**src/hw/rtl/cphp_pkg.sv**
```systemverilog
package cphp_pkg;

    localparam logic [4:0] PH_IDLE      = 5'd0;
    localparam logic [4:0] PH_INCL      = 5'd1;
    localparam logic [4:0] PH_ZBP       = 5'd2;
    localparam logic [4:0] PH_NP_A      = 5'd3;
    localparam logic [4:0] PH_NP_B      = 5'd4;
    localparam logic [4:0] PH_NP_2      = 5'd5;
    localparam logic [4:0] PH_NP_5      = 5'd6;
    localparam logic [4:0] PH_NP_7      = 5'd7;
    localparam logic [4:0] PH_LBLK      = 5'd8;
    localparam logic [4:0] PH_HT_FIRST  = 5'd9;
    localparam logic [4:0] PH_HT_ZERO   = 5'd10;
    localparam logic [4:0] PH_HT_REREAD = 5'd11;
    localparam logic [4:0] PH_FIRST     = 5'd12;
    localparam logic [4:0] PH_LOOP_HT   = 5'd13;
    localparam logic [4:0] PH_LOOP      = 5'd14;

    localparam logic [2:0] ST_OK       = 3'd0;
    localparam logic [2:0] ST_PASSES   = 3'd1;
    localparam logic [2:0] ST_LENGTH   = 3'd2;
    localparam logic [2:0] ST_HT_LEN   = 3'd3;
    localparam logic [2:0] ST_CORRUPT  = 3'd4;

    localparam int STYLE_BYPASS  = 0;
    localparam int STYLE_TERMALL = 2;
    localparam int STYLE_HT      = 6;
    localparam int STYLE_MIXED   = 7;

    // The block index and block count fields fix the packet size limit.
    localparam int MAX_BLOCKS = 1024;

    localparam logic [7:0] STYLE_RESET      = 8'h40;
    localparam logic [7:0] BYPASS_THRESHOLD = 8'd10;
    localparam logic [5:0] LBLOCK_INIT      = 6'd3;
    localparam logic [5:0] LBLOCK_MAX       = 6'd63;
    localparam logic [3:0] ZBP_MAX          = 4'd14;

    localparam logic [0:0] REG_BLOCK_STYLE = 1'b0;

    // Number of passes fits in 8 bits; floor(log2) is at most 7.
    function automatic logic [2:0] flog2(input logic [7:0] v);
        logic [2:0] r;
        r = 3'd0;
        for (int i = 1; i < 8; i++) begin
            if (v[i]) begin
                r = 3'(i);
            end
        end
        return r;
    endfunction

    // Remainder by three through a reciprocal multiply, exact for 8-bit inputs.
    function automatic logic [1:0] mod3(input logic [7:0] v);
        logic [15:0] p;
        logic [7:0]  q;
        logic [7:0]  r;
        p = 16'(v) * 16'd171;
        q = 8'(p >> 9);
        r = v - 8'(q * 8'd3);
        return r[1:0];
    endfunction

endpackage

```
**src/hw/rtl/codeblock_packet_header_parser_top.sv**
```systemverilog
// Packet header decoder for one quality layer of code-blocks, one header bit
// per transaction. Each bit goes through the parse logic between the state
// registers and an output register, so a new bit is accepted every cycle
// while the output register is empty or the sink takes its result. One result
// per code-block (one in all for an empty packet) appears the cycle after the
// bit that completes it; an error ends the packet. Write block_style only while
// no packet is being parsed.
module codeblock_packet_header_parser_top
    import cphp_pkg::*;
#(
    parameter int MAX_PASSES        = 100,
    parameter int LENGTH_LIMIT_BITS = 16
) (
    input  logic        aclk,
    input  logic        aresetn,
    input  logic        s_tvalid,
    output logic        s_tready,
    input  logic [15:0] s_tdata,  // [0] hdr_bit, [11:1] block_count
    input  logic        s_tuser,  // [0] packet_start
    output logic        m_tvalid,
    input  logic        m_tready,
    output logic [63:0] m_tdata,  // [9:0] block_index, [10] included,
                                  // [14:11] zero_bitplanes, [21:15] pass_count,
                                  // [37:22] cleanup_length, [57:38] data_length,
                                  // [60:58] status, [61] empty_packet
    output logic        m_tlast,  // last_of_packet
    input  logic        psel,
    input  logic        penable,
    input  logic        pwrite,
    input  logic [0:0]  paddr,
    input  logic [31:0] pwdata,
    output logic [31:0] prdata,
    output logic        pready
);

    logic [7:0]  style_reg;
    logic [4:0]  phase_reg, phase_next;
    logic [9:0]  bcnt_reg, bcnt_next;
    logic [10:0] nblk_reg, nblk_next;
    logic [7:0]  done_reg, done_next;
    logic [7:0]  pend_reg, pend_next;
    logic [7:0]  total_reg, total_next;
    logic [7:0]  segp_reg, segp_next;
    logic [5:0]  lb_reg, lb_next;
    logic [5:0]  fcnt_reg, fcnt_next;
    logic [5:0]  rw_reg, rw_next;
    logic [39:0] fval_reg, fval_next;
    logic [1:0]  nss_reg, nss_next;
    logic [7:0]  mode_reg, mode_next;
    logic        ph_reg, ph_next;
    logic        byp_reg, byp_next;
    logic [3:0]  zbp_reg, zbp_next;
    logic [15:0] clen_reg, clen_next;
    logic [19:0] rlen_reg, rlen_next;

    logic        ovalid_reg;
    logic [61:0] odata_reg;
    logic        olast_reg;

    logic        acc, bit_in, start;
    logic [10:0] cnt_in;
    logic        em;
    logic [2:0]  em_st;
    logic        em_incl, em_empty;
    logic        em_last;
    logic [9:0]  em_idx;
    logic [3:0]  em_zbp;
    logic [6:0]  em_done;
    logic [15:0] em_clen;
    logic [19:0] em_tot;
    logic        okf;
    logic [39:0] s;
    logic [5:0]  fc_dec;

    assign acc    = s_tvalid && s_tready;
    assign s_tready = !ovalid_reg || m_tready;
    assign bit_in = s_tdata[0];
    assign cnt_in = s_tdata[11:1];
    assign start  = s_tuser;
    assign pready = 1'b1;
    assign prdata = {24'd0, style_reg};

    always_ff @(posedge aclk) begin
        if (!aresetn) begin
            style_reg <= STYLE_RESET;
        end else if (psel && penable && pwrite && paddr == REG_BLOCK_STYLE) begin
            style_reg <= pwdata[7:0];
        end
    end

    always_comb begin
        logic [7:0]  sp;
        logic [8:0]  sum9;
        logic [20:0] tsum;
        logic [20:0] osum;
        logic        accept, cont, commit, chk;
        logic [7:0]  t8;
        logic [10:0] c;
        phase_next = phase_reg; bcnt_next = bcnt_reg; nblk_next = nblk_reg;
        done_next = done_reg; pend_next = pend_reg; total_next = total_reg;
        segp_next = segp_reg; lb_next = lb_reg; fcnt_next = fcnt_reg;
        rw_next = rw_reg; fval_next = fval_reg; nss_next = nss_reg;
        mode_next = mode_reg; ph_next = ph_reg; byp_next = byp_reg;
        zbp_next = zbp_reg; clen_next = clen_reg; rlen_next = rlen_reg;
        em = 1'b0; em_st = ST_OK; em_incl = 1'b0; em_empty = 1'b0;
        em_last = 1'b0; em_idx = 10'd0; em_zbp = 4'd0; em_done = 7'd0;
        em_clen = 16'd0; em_tot = 20'd0;
        cont = 1'b0; commit = 1'b0; chk = 1'b0;
        sp = 8'd0; sum9 = 9'd0; tsum = 21'd0; osum = 21'd0; accept = 1'b0; t8 = 8'd0;
        c = 11'd0;
        s = {fval_reg[38:0], bit_in};
        fc_dec = (fcnt_reg != 6'd0) ? fcnt_reg - 6'd1 : 6'd0;

        if (start) begin
            c = cnt_in;
            if (c == 11'd0) c = 11'd1;
            if (32'(c) > MAX_BLOCKS) c = 11'(MAX_BLOCKS);
            nblk_next = c;
            bcnt_next = 10'd0;
            phase_next = PH_INCL;
            if (!bit_in) begin
                em = 1'b1; em_empty = 1'b1;
            end
        end else begin
            case (phase_reg)
                PH_INCL: begin
                    if (!bit_in) em = 1'b1;
                    else phase_next = PH_ZBP;
                end
                PH_ZBP: begin
                    if (!bit_in) begin
                        zbp_next = zbp_reg + 4'd1;
                        if (zbp_next >= ZBP_MAX) phase_next = PH_NP_A;
                    end else begin
                        phase_next = PH_NP_A;
                    end
                end
                PH_NP_A: begin
                    total_next = 8'd1 + 8'(bit_in);
                    if (bit_in) phase_next = PH_NP_B;
                    else chk = 1'b1;
                end
                PH_NP_B: begin
                    total_next = total_reg + 8'(bit_in);
                    if (bit_in) begin
                        rw_next = 6'd2; fcnt_next = 6'd2; fval_next = '0;
                        phase_next = PH_NP_2;
                    end else begin
                        chk = 1'b1;
                    end
                end
                PH_LBLK: begin
                    if (bit_in) begin
                        if (lb_reg < LBLOCK_MAX) lb_next = lb_reg + 6'd1;
                    end else if (32'(lb_reg) + 32'(flog2(total_reg))
                                 > LENGTH_LIMIT_BITS) begin
                        em = 1'b1; em_st = ST_LENGTH; em_incl = 1'b1;
                    end else begin
                        mode_next = style_reg;
                        ph_next = style_reg >= STYLE_RESET;
                        byp_next = 1'b0;
                        if (style_reg >= STYLE_RESET) begin
                            sp = total_reg - {6'd0, mod3(total_reg - 8'd1)};
                            phase_next = PH_HT_FIRST;
                        end else if (!style_reg[STYLE_TERMALL] && !style_reg[STYLE_BYPASS])
                        begin
                            sp = total_reg;
                            phase_next = PH_FIRST;
                        end else if (style_reg[STYLE_TERMALL]) begin
                            sp = 8'd1; nss_next = 2'd1;
                            phase_next = PH_FIRST;
                        end else begin
                            byp_next = 1'b1;
                            sp = (total_reg < BYPASS_THRESHOLD) ? total_reg
                                                                : BYPASS_THRESHOLD;
                            nss_next = 2'd2;
                            phase_next = PH_FIRST;
                        end
                        segp_next = sp;
                        rw_next = lb_reg + 6'(flog2(sp));
                        fcnt_next = rw_next; fval_next = '0;
                    end
                end
                PH_NP_2, PH_NP_5, PH_NP_7, PH_HT_FIRST, PH_HT_ZERO, PH_HT_REREAD,
                PH_FIRST, PH_LOOP_HT, PH_LOOP: begin
                    fval_next = s;
                    fcnt_next = fc_dec;
                    if (fc_dec == 6'd0) begin
                        case (phase_reg)
                            PH_NP_2: begin
                                total_next = total_reg + 8'(s[1:0]);
                                if (s[1:0] == 2'd3) begin
                                    rw_next = 6'd5; fcnt_next = 6'd5; fval_next = '0;
                                    phase_next = PH_NP_5;
                                end else chk = 1'b1;
                            end
                            PH_NP_5: begin
                                total_next = total_reg + 8'(s[4:0]);
                                if (s[4:0] == 5'd31) begin
                                    rw_next = 6'd7; fcnt_next = 6'd7; fval_next = '0;
                                    phase_next = PH_NP_7;
                                end else chk = 1'b1;
                            end
                            PH_NP_7: begin
                                total_next = total_reg + 8'(s[6:0]);
                                chk = 1'b1;
                            end
                            PH_HT_FIRST: begin
                                if (s != 40'd0) begin
                                    if (!mode_reg[STYLE_MIXED]) begin
                                        if (s < 40'd2) begin
                                            em = 1'b1; em_st = ST_HT_LEN; em_incl = 1'b1;
                                        end
                                        accept = 1'b1;
                                    end else begin
                                        accept = lb_reg > LBLOCK_INIT && s > 40'd1
                                                 && (s >> (rw_reg - 6'd1)) == 40'd0;
                                    end
                                    if (!em) begin
                                        ph_next = 1'b0;
                                        if (accept) begin
                                            nss_next = 2'd2;
                                            clen_next = (s > 40'hFFFF) ? 16'hFFFF : s[15:0];
                                            commit = 1'b1;
                                        end else begin
                                            mode_next[STYLE_HT] = 1'b0;
                                            rw_next = lb_reg + 6'(flog2(segp_reg));
                                            fcnt_next = rw_next; fval_next = '0;
                                            phase_next = PH_HT_REREAD;
                                        end
                                    end
                                end else begin
                                    segp_next = total_reg;
                                    rw_next = lb_reg + 6'(flog2(total_reg));
                                    fcnt_next = rw_next; fval_next = '0;
                                    phase_next = PH_HT_ZERO;
                                end
                            end
                            PH_HT_ZERO: begin
                                if (s != 40'd0 && !mode_reg[STYLE_MIXED]) begin
                                    em = 1'b1; em_st = ST_HT_LEN; em_incl = 1'b1;
                                end else begin
                                    if (s != 40'd0) begin
                                        mode_next[STYLE_HT] = 1'b0;
                                        ph_next = 1'b0;
                                    end
                                    commit = 1'b1;
                                end
                            end
                            PH_HT_REREAD, PH_FIRST: commit = 1'b1;
                            PH_LOOP_HT: begin
                                tsum = 21'(rlen_reg) + ((s > 40'hFFFFF) ? 21'hFFFFF
                                                                        : 21'(s[19:0]));
                                rlen_next = tsum[20] ? 20'hFFFFF : tsum[19:0];
                                done_next = done_reg + segp_reg;
                                pend_next = pend_reg - segp_reg;
                                cont = 1'b1;
                            end
                            default: begin
                                done_next = done_reg + segp_reg;
                                pend_next = pend_reg - segp_reg;
                                cont = 1'b1;
                            end
                        endcase
                    end
                end
                default: ;
            endcase
        end

        if (chk) begin
            sum9 = {1'b0, done_reg} + {1'b0, total_next};
            if (32'(sum9) >= MAX_PASSES) begin
                em = 1'b1; em_st = ST_PASSES; em_incl = 1'b1;
            end else begin
                lb_next = LBLOCK_INIT;
                phase_next = PH_LBLK;
            end
        end

        if (commit) begin
            done_next = done_reg + segp_next;
            pend_next = total_reg - segp_next;
            cont = 1'b1;
        end

        if (cont) begin
            if (pend_next == 8'd0) begin
                em = 1'b1; em_incl = 1'b1;
            end else if ((mode_next[STYLE_HT] && !ph_next) || byp_next) begin
                t8 = (pend_next > 8'd1) ? {6'd0, nss_next} : 8'd1;
                segp_next = t8;
                nss_next = 2'd3 - nss_next;
                rw_next = lb_next + 6'(flog2(t8));
                fcnt_next = rw_next; fval_next = '0;
                phase_next = (mode_next[STYLE_HT] && !ph_next) ? PH_LOOP_HT : PH_LOOP;
            end else if (!mode_next[STYLE_TERMALL]) begin
                em = 1'b1; em_st = ST_CORRUPT; em_incl = 1'b1;
            end else begin
                segp_next = 8'd1;
                rw_next = lb_next; fcnt_next = lb_next; fval_next = '0;
                phase_next = PH_LOOP;
            end
        end

        if (em) begin
            // Capture the block's fields before the per-block state is cleared.
            em_last = em_st != ST_OK || em_empty
                      || {1'b0, bcnt_next} + 11'd1 >= nblk_next;
            em_idx  = bcnt_next;
            em_zbp  = zbp_next;
            em_done = done_next[6:0];
            em_clen = clen_next;
            osum    = 21'(clen_next) + 21'(rlen_next);
            em_tot  = osum[20] ? 20'hFFFFF : osum[19:0];
            if (em_last) begin
                phase_next = PH_IDLE;
            end else begin
                bcnt_next = bcnt_next + 10'd1;
                phase_next = PH_INCL;
            end
        end
        if (start || (em && phase_next == PH_INCL)) begin
            zbp_next = 4'd0; done_next = 8'd0; pend_next = 8'd0; total_next = 8'd0;
            clen_next = 16'd0; rlen_next = 20'd0; lb_next = LBLOCK_INIT;
            nss_next = 2'd0; ph_next = 1'b0; byp_next = 1'b0;
        end
    end

    assign okf = em_st == ST_OK && em_incl;

    always_ff @(posedge aclk) begin
        if (!aresetn) begin
            phase_reg <= PH_IDLE; bcnt_reg <= '0; nblk_reg <= '0; done_reg <= '0;
            pend_reg <= '0; total_reg <= '0; segp_reg <= '0; lb_reg <= LBLOCK_INIT;
            fcnt_reg <= '0; rw_reg <= '0; fval_reg <= '0; nss_reg <= '0;
            mode_reg <= '0; ph_reg <= 1'b0; byp_reg <= 1'b0; zbp_reg <= '0;
            clen_reg <= '0; rlen_reg <= '0; ovalid_reg <= 1'b0;
        end else begin
            if (acc) begin
                phase_reg <= phase_next; bcnt_reg <= bcnt_next; nblk_reg <= nblk_next;
                done_reg <= done_next; pend_reg <= pend_next; total_reg <= total_next;
                segp_reg <= segp_next; lb_reg <= lb_next; fcnt_reg <= fcnt_next;
                rw_reg <= rw_next; fval_reg <= fval_next; nss_reg <= nss_next;
                mode_reg <= mode_next; ph_reg <= ph_next; byp_reg <= byp_next;
                zbp_reg <= zbp_next; clen_reg <= clen_next; rlen_reg <= rlen_next;
            end
            if (acc && em) ovalid_reg <= 1'b1;
            else if (m_tready) ovalid_reg <= 1'b0;
        end
    end

    // The emitted fields come from the state as it stood before the per-block
    // reset, so they are captured from the pre-reset values.
    always_ff @(posedge aclk) begin
        if (acc && em) begin
            odata_reg[9:0]   <= em_idx;
            odata_reg[10]    <= em_incl;
            odata_reg[14:11] <= em_incl ? em_zbp : 4'd0;
            odata_reg[21:15] <= okf ? em_done : 7'd0;
            odata_reg[37:22] <= okf ? em_clen : 16'd0;
            odata_reg[57:38] <= okf ? em_tot : 20'd0;
            odata_reg[60:58] <= em_st;
            odata_reg[61]    <= em_empty;
            olast_reg        <= em_last;
        end
    end

    assign m_tvalid = ovalid_reg;
    assign m_tdata  = {2'd0, odata_reg};
    assign m_tlast  = olast_reg;

endmodule

```
**config.mk**
```make
export PLATFORM = sky130hd
export DESIGN_NAME = codeblock_packet_header_parser_top
export DESIGN_NICKNAME = d
export VERILOG_FILES = /design/src/hw/rtl/cphp_pkg.sv /design/src/hw/rtl/codeblock_packet_header_parser_top.sv
export SDC_FILE = /design/constraint.sdc
export NUM_CORES = 1
export LEC_CHECK = 0
export ABC_AREA = 1
export BUFFER_PORTS_ARGS = -buffer_cell sky130_fd_sc_hd__buf_2
export CORE_UTILIZATION = 40
export CTS_BUF_LIST = sky130_fd_sc_hd__clkbuf_4
export DETAILED_ROUTE_END_ITERATION = 6
export SYNTH_ARGS = -nofsm -noshare
export SYNTH_HDL_FRONTEND = slang
export SYNTH_SLANG_ARGS = --single-unit
```
**constraint.sdc**
```tcl
create_clock -name aclk -period 20.9 [get_ports aclk]
set_input_delay 2.09 -clock aclk [delete_from_list [all_inputs] [get_ports aclk]]
set_output_delay 2.09 -clock aclk [all_outputs]
set_load 0.01 [all_outputs]
```
---- Word level (Yosys, flattened, before mapping) ----
Cells that the tools add are included.
storage, ports and cells
  register bits ........................... 240
  bits in latches ......................... 0
  bits in writable memories ............... 0
  bits in read-only memories .............. 0
  input bits .............................. 57
  output and inout bits ................... 100
  word-level logic and storage cells ...... 456
  memories ................................ 0
cells by class
  add/subtract/negate cells ............... 27
  multiply operators ...................... 2
  div/mod/pow operators ................... 0
  magnitude comparators ................... 14
  equal/unequal tests ..................... 19
  shifts and indexed selects .............. 1
  multiplexer cells ....................... 321
  bitwise logic cells ..................... 4
  reductions and logical operators ........ 41
operators by type and width
  operator              count
  $mux 40               14
  $mux 8                33
  $pmux 40 s3           2
  $mux 6                37
  $mux 20               8
  $mux 3                53
  $mux 16               9
  $mux 5                21
  $mux 1                82
  $pmux 6 s3            4
  $mux 2                25
  $pmux 8 s3            2
  $mux 11               4
  $gt 40x1->1 const B   1
  $gt 40x16->1 const B  1
  $gt 40x20->1 const B  1
  $logic_not 40->1      1
  $lt 40x2->1 const B   1
  $reduce_bool 40->1    1
  $shr 40x6->40         1
  $eq 5x4->1 const B    7
  $mux 10               3
  $pmux 5 s6            1
  $add 6x3->6           4
  other kinds (61)      113

---- Depth between registers and ports, before layout ----
Gate-level depths: netlist of the first run.
  depth in word-level cells ............... 38
  depth in mapped cells ................... 58
  depth with buffers taken out ............ 58

---- Least setup slack after synthesis of the first run ----
Ideal clock, no wire load.
  path type ............................... reg2reg
  start ................................... reg total_reg[1]
  end ..................................... reg phase_reg[2]
  library setup time ...................... 117 ps
  arrival ................................. 9706 ps
  required time ........................... 20783 ps
  path slack .............................. 11077 ps
  cell stages (with the launch flop) ...... 49
  clock period less this slack ............ 9823 ps
  cells stage by stage .................... dfxtp_1 > inv_1 > ha_1 > nor2_1 > nor2_1 > fa_1 > inv_1 > fa_1 > fa_1 > inv_1 > ha_1 > nand2_1 > inv_1 > nand3_1 > o221ai_1 > xor2_1 > inv_1 > ha_1 > [13 not listed] > o21bai_1 > a21oi_1 > nor2_1 > nor2_1 > xor2_1 > nand3b_1 > nand2_1 > nand3_1 > nand2_1 > nand2_1 > nor2_1 > nand2_2 > nand3_2 > nand2_4 > nor2_2 > inv_1 > o2111ai_1 > inv_1
between the ends
  word-level cells in the longest chain between the ends .. 23
ends and longest elaborated chain
  item                                                   line                                       RTL
  start, declared                                        codeblock_packet_header_parser_top.sv:42   logic [7:0] total_reg, total_next;
  start signal, assigned                                 codeblock_packet_header_parser_top.sv:342  done_reg <= done_next; pend_reg <= pend_next; total_reg <= total_next;
  branches (longest 22 deep; another with $mul 8x8->16)  n/a
  $mux 5 *                                               codeblock_packet_header_parser_top.sv:306  if (em) begin
  end signal, assigned                                   codeblock_packet_header_parser_top.sv:341  phase_reg <= phase_next; bcnt_reg <= bcnt_next; nblk_reg <= nblk_next;
  end, declared                                          codeblock_packet_header_parser_top.sv:37   logic [4:0] phase_reg, phase_next;
Every way passes the cells marked *. The select of a mux whose other input is x is not followed.
A chain may end at the register's enable or synchronous reset.

---- Worst setup path after layout of the first run ----
  start ................................... reg total_reg[3]
  end ..................................... reg odata_reg[43] (enable)
between the ends
  word-level cells in the longest chain between the ends .. 21
ends and longest elaborated chain
  item                                                   line                                       RTL
  branches (longest 19 deep; another with $mul 8x8->16)  n/a
  $mux 1 *                                               codeblock_packet_header_parser_top.sv:287  if (cont) begin
  $logic_and 1x1->1 *                                    codeblock_packet_header_parser_top.sv:356  if (acc && em) begin
  end signal, assigned                                   codeblock_packet_header_parser_top.sv:362  odata_reg[57:38] <= okf ? em_tot : 20'd0;
  end, declared                                          codeblock_packet_header_parser_top.sv:57   logic [61:0] odata_reg;
Marked as above.

==> results of run 1 <==
## per-stage QoR
step | util, % | power [mW]
floorplan | - | 0.8557
global placement | 42.32 | 0.9568
detailed placement | 42.32 | 0.9625
CTS | 44.07 | 1.427
global route | 44.08 | 1.520
finish | 44.08 | 1.415
## report_power, final
group	switching [mW]	total (mW)	internal, mW	leakage, nW
clock network	0.231	0.455	0.224	0.524
logic	0.309	0.475	0.166	7.27
registers	0.0109	0.485	0.475	1.98
total	0.550	1.42	0.865	9.78
## metal layers
| layer | wire length (microns) | vias up |
|---|---|---|
| met5 | 0 | - |
| met4 | 1885 | 0 |
| met3 | 3955 | 123 |
| met2 | 30210 | 707 |
| met1 | 29770 | 9993 |
| li1 | - | 10590 |
## critical path: cells and delay by family, from the launching register on
kind / cells / cell delay, ps
xor gates and xnor gates: 6 / 1080
and+or+nand+nor: 18 / 2500
buffers and inverters: 7 / 1300
adders and majority gates: 7 / 2910
AOI/OAI and AO/OA: 8 / 1460
DFF: 1 / 680
## cells in the final DEF, fill, tap and decap left out, drive strengths merged, types with 21 or more instances in the layout
master,netlist,layout
conb,2,27
clkinv,10,33
buf,72,122
o21ai,251,251
o211ai,25,25
nand4,73,73
a21oi,300,300
nand3,203,203
nand2,708,708
dfxtp,171,171
a22oi,21,21
xor2,67,67
xnor2,24,24
clkbuf,93,101
ha,134,134
o22ai,46,46
fa,22,22
a31oi,29,29
nor2,259,259
nor3,37,37
edfxtp,63,63
inv,413,415
or2,26,26
## worst paths after layout
path | from | endpoint | slack (ps) | depth (start not counted)
setup / recovery | total_reg[3]$_SDFFE_PN0P_ | odata_reg[43]$_SDFFCE_PN0P_ | 10450 | 46
hold / removal | fval_reg[38]$_SDFFE_PN0P_ | fval_reg[38]$_SDFFE_PN0P_ | 470 | 2
setup reg to reg | total_reg[3]$_SDFFE_PN0P_ | odata_reg[43]$_SDFFCE_PN0P_ | 10450 | 46
hold reg to reg | fval_reg[38]$_SDFFE_PN0P_ | fval_reg[38]$_SDFFE_PN0P_ | 470 | 2
## cells by family (layout without fill, tap and decap cells)
group	count (synthesis)	after routing	share of synthesized area, %
XOR/XNOR	91	91	4.064
multiplexers	4	4	0.1958
AO/OA/AOI/OAI	730	730	19.77
other	2	29	0.03673
flip-flops	234	234	26.00
buffers and inverters	588	673	11.64
AND/OR/NAND/NOR	1324	1324	27.94
adder cells (fa/ha/maj)	156	156	10.35
## final cells by class
cell class | instances | share of cell area [%]
antenna | 2 | 0.02259
timing repair buffer | 122 | 2.993
inverter | 423 | 7.182
clock buffer | 101 | 3.422
multi-input combinational | 2332 | 58.05
clock inverter | 27 | 0.5421
sequential | 234 | 23.99
tap | 672 | 3.794
==> results.tsv, run 1 <==
stage	metric	value	unit
global_route	met3_usage	4.050	%
critical_path	slowest_delay	680	ps
critical_path	slowest_stage	dfxtp_1	
global_route	grt_overflow	0	
layout	design_area	22160	sq um
clock_network	cts.clk_slew.worst_paths	60	ps
clock_network	cts_buffers	71	
yosys	synth.top_cells.by_count	697 x nand2_1, 396 x inv_1, 300 x a21oi_1, 253 x nor2_1, 229 x o21ai_0	
yosys	postSynthAreaPerCell	6.534	sq um
layout	fillers	5339	
timing	hold_viol	0	
yosys	yosys_warnings	0	
timing	whs	465.3	ps
critical_path	critPathRequiredTime	21310	ps
global_route	busiest_layer	met2	
floorplan	start_util	40.67	%
timing	tightest_slew	1180	ps
layout	area.growth.synth_to_final	8.385	%
detailed_routing	drc_errors	1	
floorplan	die_area	52020	sq um
place	placed_area	21280	sq um
run_status	violations	design-rule violations	
yosys	synth_area_leaders	dfxtp_1 17%, nand2_1 13%, edfxtp_1 9.3%	
clock_network	ctsResizeCount	0	
floorplan	die_x	228.1	microns
detailed_routing	post_drt_wl_per_cell	16.82	microns
floorplan	die_h	228.1	microns
power_and_ir_drop	p_leak	9.783	nW
clock_network	cts_sinks	234	
critical_path	startpoint_type	flop	
critical_path	path_class	reg2reg	
timing	finClkSkew	83.32	ps
global_route	use_met2	40.67	%
timing	relSlewSlack	21.27	%
run_status	status	finished with violations	
place	hpwl	47.17	mm
run	cap_violations	0	
timing	finalMaxSlewViolations	0	
yosys	netlist_instances	3129	
timing	rsz0062_at_grt	no	
place	gp_congestion	0.9279	
clock_network	hold_buffers	0	
critical_path	cp-end-kind	flop	
yosys	synthArstFlopShare	0	%
global_route	grt_max_degree	85	
yosys	synth_cell_types	64	
layout	multiInputGateArea	12860	sq um
floorplan	fp-row-count	82	
clock_network	cts_tree	done	
detailed_routing	vias	21410	
layout	layout.nets	3397	
yosys	synth_top_cell_by_area	dfxtp_1	
global_route	antenna_found_initial	2	
detailed_routing	dr.pass1.iters	7	
layout	layout.cells.non_filler	3913	
floorplan	io_pins	157	
global_route	grt_usage	24.76	%
clock_network	ctsRootBufferMaster	clkbuf_4	
place	port_buffers	101	
timing	tns	0	ps
global_route	grt_pass1_vias	20010	
critical_path	cp_max_fo	50	
timing	setup_viol_count_final	0	
yosys	syn-cell-area	20440	sq um
timing	max_freq	95.73	MHz
clock_network	worstSkewPairLatency	840	ps
global_route	grt_pass1_wl	104.4	mm
worst_hold_path	hold_class	reg2reg	
layout	seqCellArea	5316	sq um
clock_network	cts.path.max_buffers	3	
timing	fin_crit_sh	49.98	%
layout	drive_gt1_share	9.602	%
yosys	synth_top_area_share	16.74	%
clock_network	cts_post_setup_buffers_inserted	0	
clock_network	htree_levels	3	
yosys	synth-edff-count	63	
power_and_ir_drop	power_density	63.86	nW/um^2
timing	min_period	10450	ps
yosys	ys_seq_area_share	26.00	%
critical_path	arrival	10860	ps
power_and_ir_drop	ir_drop	0.06207	mV
floorplan	core	50270	sq um
global_route	grtUsageMet1	32.28	%
yosys	yosysMostFrequentCell	nand2_1	
detailed_routing	ant_nets	0	
layout	largest_reg_flops	62	
yosys	ys_ff_latch	234	
timing	finalWorstSetupSlack	10450	ps
place	dp_cells	3783	
detailed_routing	viasPerCell	5.472	
place	post-place-ws	10520	ps
detailed_routing	drtIter0Drc	1835	
yosys	synth_ff_type	dfxtp_1	
detailed_routing	routed_wl	65.82	mm
Power figures use the tool's default switching activity.
==> inputs of run 2 (changes only) <==
clock period = 10.31 ns   (was 20.9 ns; I/O delays follow)
==> run 2 against run 1 <==
  * The run still ends with design-rule violations left
  * Total power up 110%
  * Cell area rose by 1.6%
  * Clock power rose by 120%
  * Clock skew fell by 19 ps
  * Clock-buffer cell count shrank 8
  * Global-route usage rose by 0.41 points
  * First-iteration DRC count rose by 2.7%
  * Core utilization increased by 0.69 points
  * Sequential power up 100%
  * Wire length rose by 1.4%
  * Largest power group is now the clock network
  * Highest routed layer unchanged
==> results.tsv, run 2 (same netlist as run 1, synthesis figures left out) <==
stage	metric	value	unit
clock_network	ctsResizeCount	0	
global_route	grt_pass1_wl	106.3	mm
critical_path	critPathRequiredTime	10980	ps
timing	setup_viol_count_final	0	
worst_hold_path	holdPathStages	3	
global_route	grt_usage	25.17	%
detailed_routing	dr.pass1.iters	7	
place	gp_congestion	0.9942	
detailed_routing	post_drt_wl_per_cell	16.93	microns
floorplan	io_pins	157	
critical_path	cp_max_fo	7	
detailed_routing	drc_errors	2	
floorplan	fp-row-count	82	
critical_path	crit_path_start	total_reg[1]$_SDFFE_PN0P_	
detailed_routing	vias	21530	
layout	layout_common_cells	696 x nand2_1, 395 x inv_1, 300 x a21oi_1	
power_and_ir_drop	power_density	131.0	nW/um^2
power_and_ir_drop	ir_drop	0.1590	mV
floorplan	core	50270	sq um
clock_network	cts_sinks	234	
critical_path	worstRegToRegCells	53	
run_status	status	finished with violations	
critical_path	cp-end-kind	flop	
timing	tns	0	ps
place	placed_area	21510	sq um
timing	max_freq	107.0	MHz
floorplan	die_x	228.1	microns
critical_path	startpoint_type	flop	
clock_network	cts_post_setup_buffers_inserted	0	
timing	finalMaxSlewViolations	0	
timing	min_period	9349	ps
timing	finalWorstSetupSlack	960.6	ps
power_and_ir_drop	p_leak	9.958	nW
layout	fillers	5268	
timing	relSlewSlack	24.55	%
timing	rsz0062_at_grt	no	
clock_network	worstSkewPairLatency	830	ps
clock_network	cts_tree	done	
clock_network	cts.clk_slew.worst_paths	60	ps
timing	tightest_slew	1126	ps
clock_network	ctsRootBufferMaster	clkbuf_4	
floorplan	start_util	40.67	%
critical_path	slowest_delay	550	ps
place	hpwl	48.64	mm
floorplan	die_area	52020	sq um
run_status	violations	design-rule violations	
layout	design_area	22500	sq um
clock_network	cts_buffers	75	
critical_path	path_class	reg2reg	
layout	largest_reg_flops	62	
detailed_routing	ant_nets	0	
global_route	grt_max_degree	84	
floorplan	die_h	228.1	microns
critical_path	crit_top_cell	inv_1	
place	post-place-ws	673.4	ps
timing	whs	438.8	ps
critical_path	arrival	10010	ps
clock_network	cts.path.max_buffers	3	
detailed_routing	routed_wl	66.72	mm
layout	drive_gt1_share	10.50	%
place	port_buffers	101	
worst_hold_path	hold_class	in2reg	
global_route	grt_overflow	0	
timing	finClkSkew	64.60	ps
detailed_routing	drtIter0Drc	1884	
global_route	antenna_found_initial	3	
layout	layout.nets	3422	
timing	fin_crit_sh	90.68	%
clock_network	htree_levels	3	
global_route	grt_pass1_vias	20320	
layout	final_common_cell	nand2_1	
clock_network	hold_buffers	0	
critical_path	slowest_stage	fa_1	
run	cap_violations	0	
worst_hold_path	hp-start	pwdata[6]	
layout	area.growth.synth_to_final	10.07	%
power_and_ir_drop	fin_total_pwr	2.949	mW
detailed_routing	viasPerCell	5.463	
critical_path	timing.rr.start	total_reg[1]$_SDFFE_PN0P_	
timing	hold_viol	0	
[run 2: cell types whose count changed in the layout (fill, tap and decap cells not counted), sizes merged]
cell	before	now
clkbuf	101	93
clkinvlp	2	3
clkinv	33	44
buf	122	143
inv	415	414
diode	2	3
bufinv	0	3
[run 2: final timing paths]
check        slack, ps                         to
max                960   fcnt_reg[3]$_SDFFE_PN0P_
min                440  style_reg[6]$_SDFFE_PN1P_
max reg2reg        960   fcnt_reg[3]$_SDFFE_PN0P_
min reg2reg        460  fval_reg[31]$_SDFFE_PN0P_
[run 2: stage by stage]
step	utilization, %	instances
after floorplan	-	3154
after global placement	42.78	3804
after detailed placement	42.78	3804
after CTS	44.70	3938
after global routing	44.76	3940
final	44.76	3941
[run 2: area by class of cell]
class	count	area, sq um	share of cell area (%)
inverters	423	1592	7.072
diodes	3	7.507	0.03336
clock inverters	41	265.3	1.179
well taps	672	840.8	3.736
multi-input cells	2332	12890	57.26
clock buffers	93	698.2	3.102
repair buffers	143	895.9	3.981
flip-flops and latches	234	5319	23.64
[run 2: report_power, final]
group          switching [mW]  internal [mW]
clock                   0.479          0.508
combinational           0.631          0.348
sequential             0.0215          0.962
[run 2: layer usage]
| layer | up-vias | global-route usage, % | wire [microns] |
|---|---|---|---|
| met5 | - | 0 | 0 |
| met2 | 718 | 41.38 | 30520 |
| met3 | 160 | 3.938 | 4273 |
| met4 | 0 | 11.74 | 2551 |
| met1 | 10030 | 32.26 | 29380 |
| li1 | 10620 | - | - |
[run 2: worst max-delay path: cells and delay by family (launching register included)]
kind | cells | cell delay, ps
DFF | 1 | 390
adders and majority gates | 8 | 3090
buffers and inverters | 10 | 830
xor gates and xnor gates | 6 | 1180
and+or+nand+nor | 20 | 2150
AOI/OAI and AO/OA | 9 | 1580
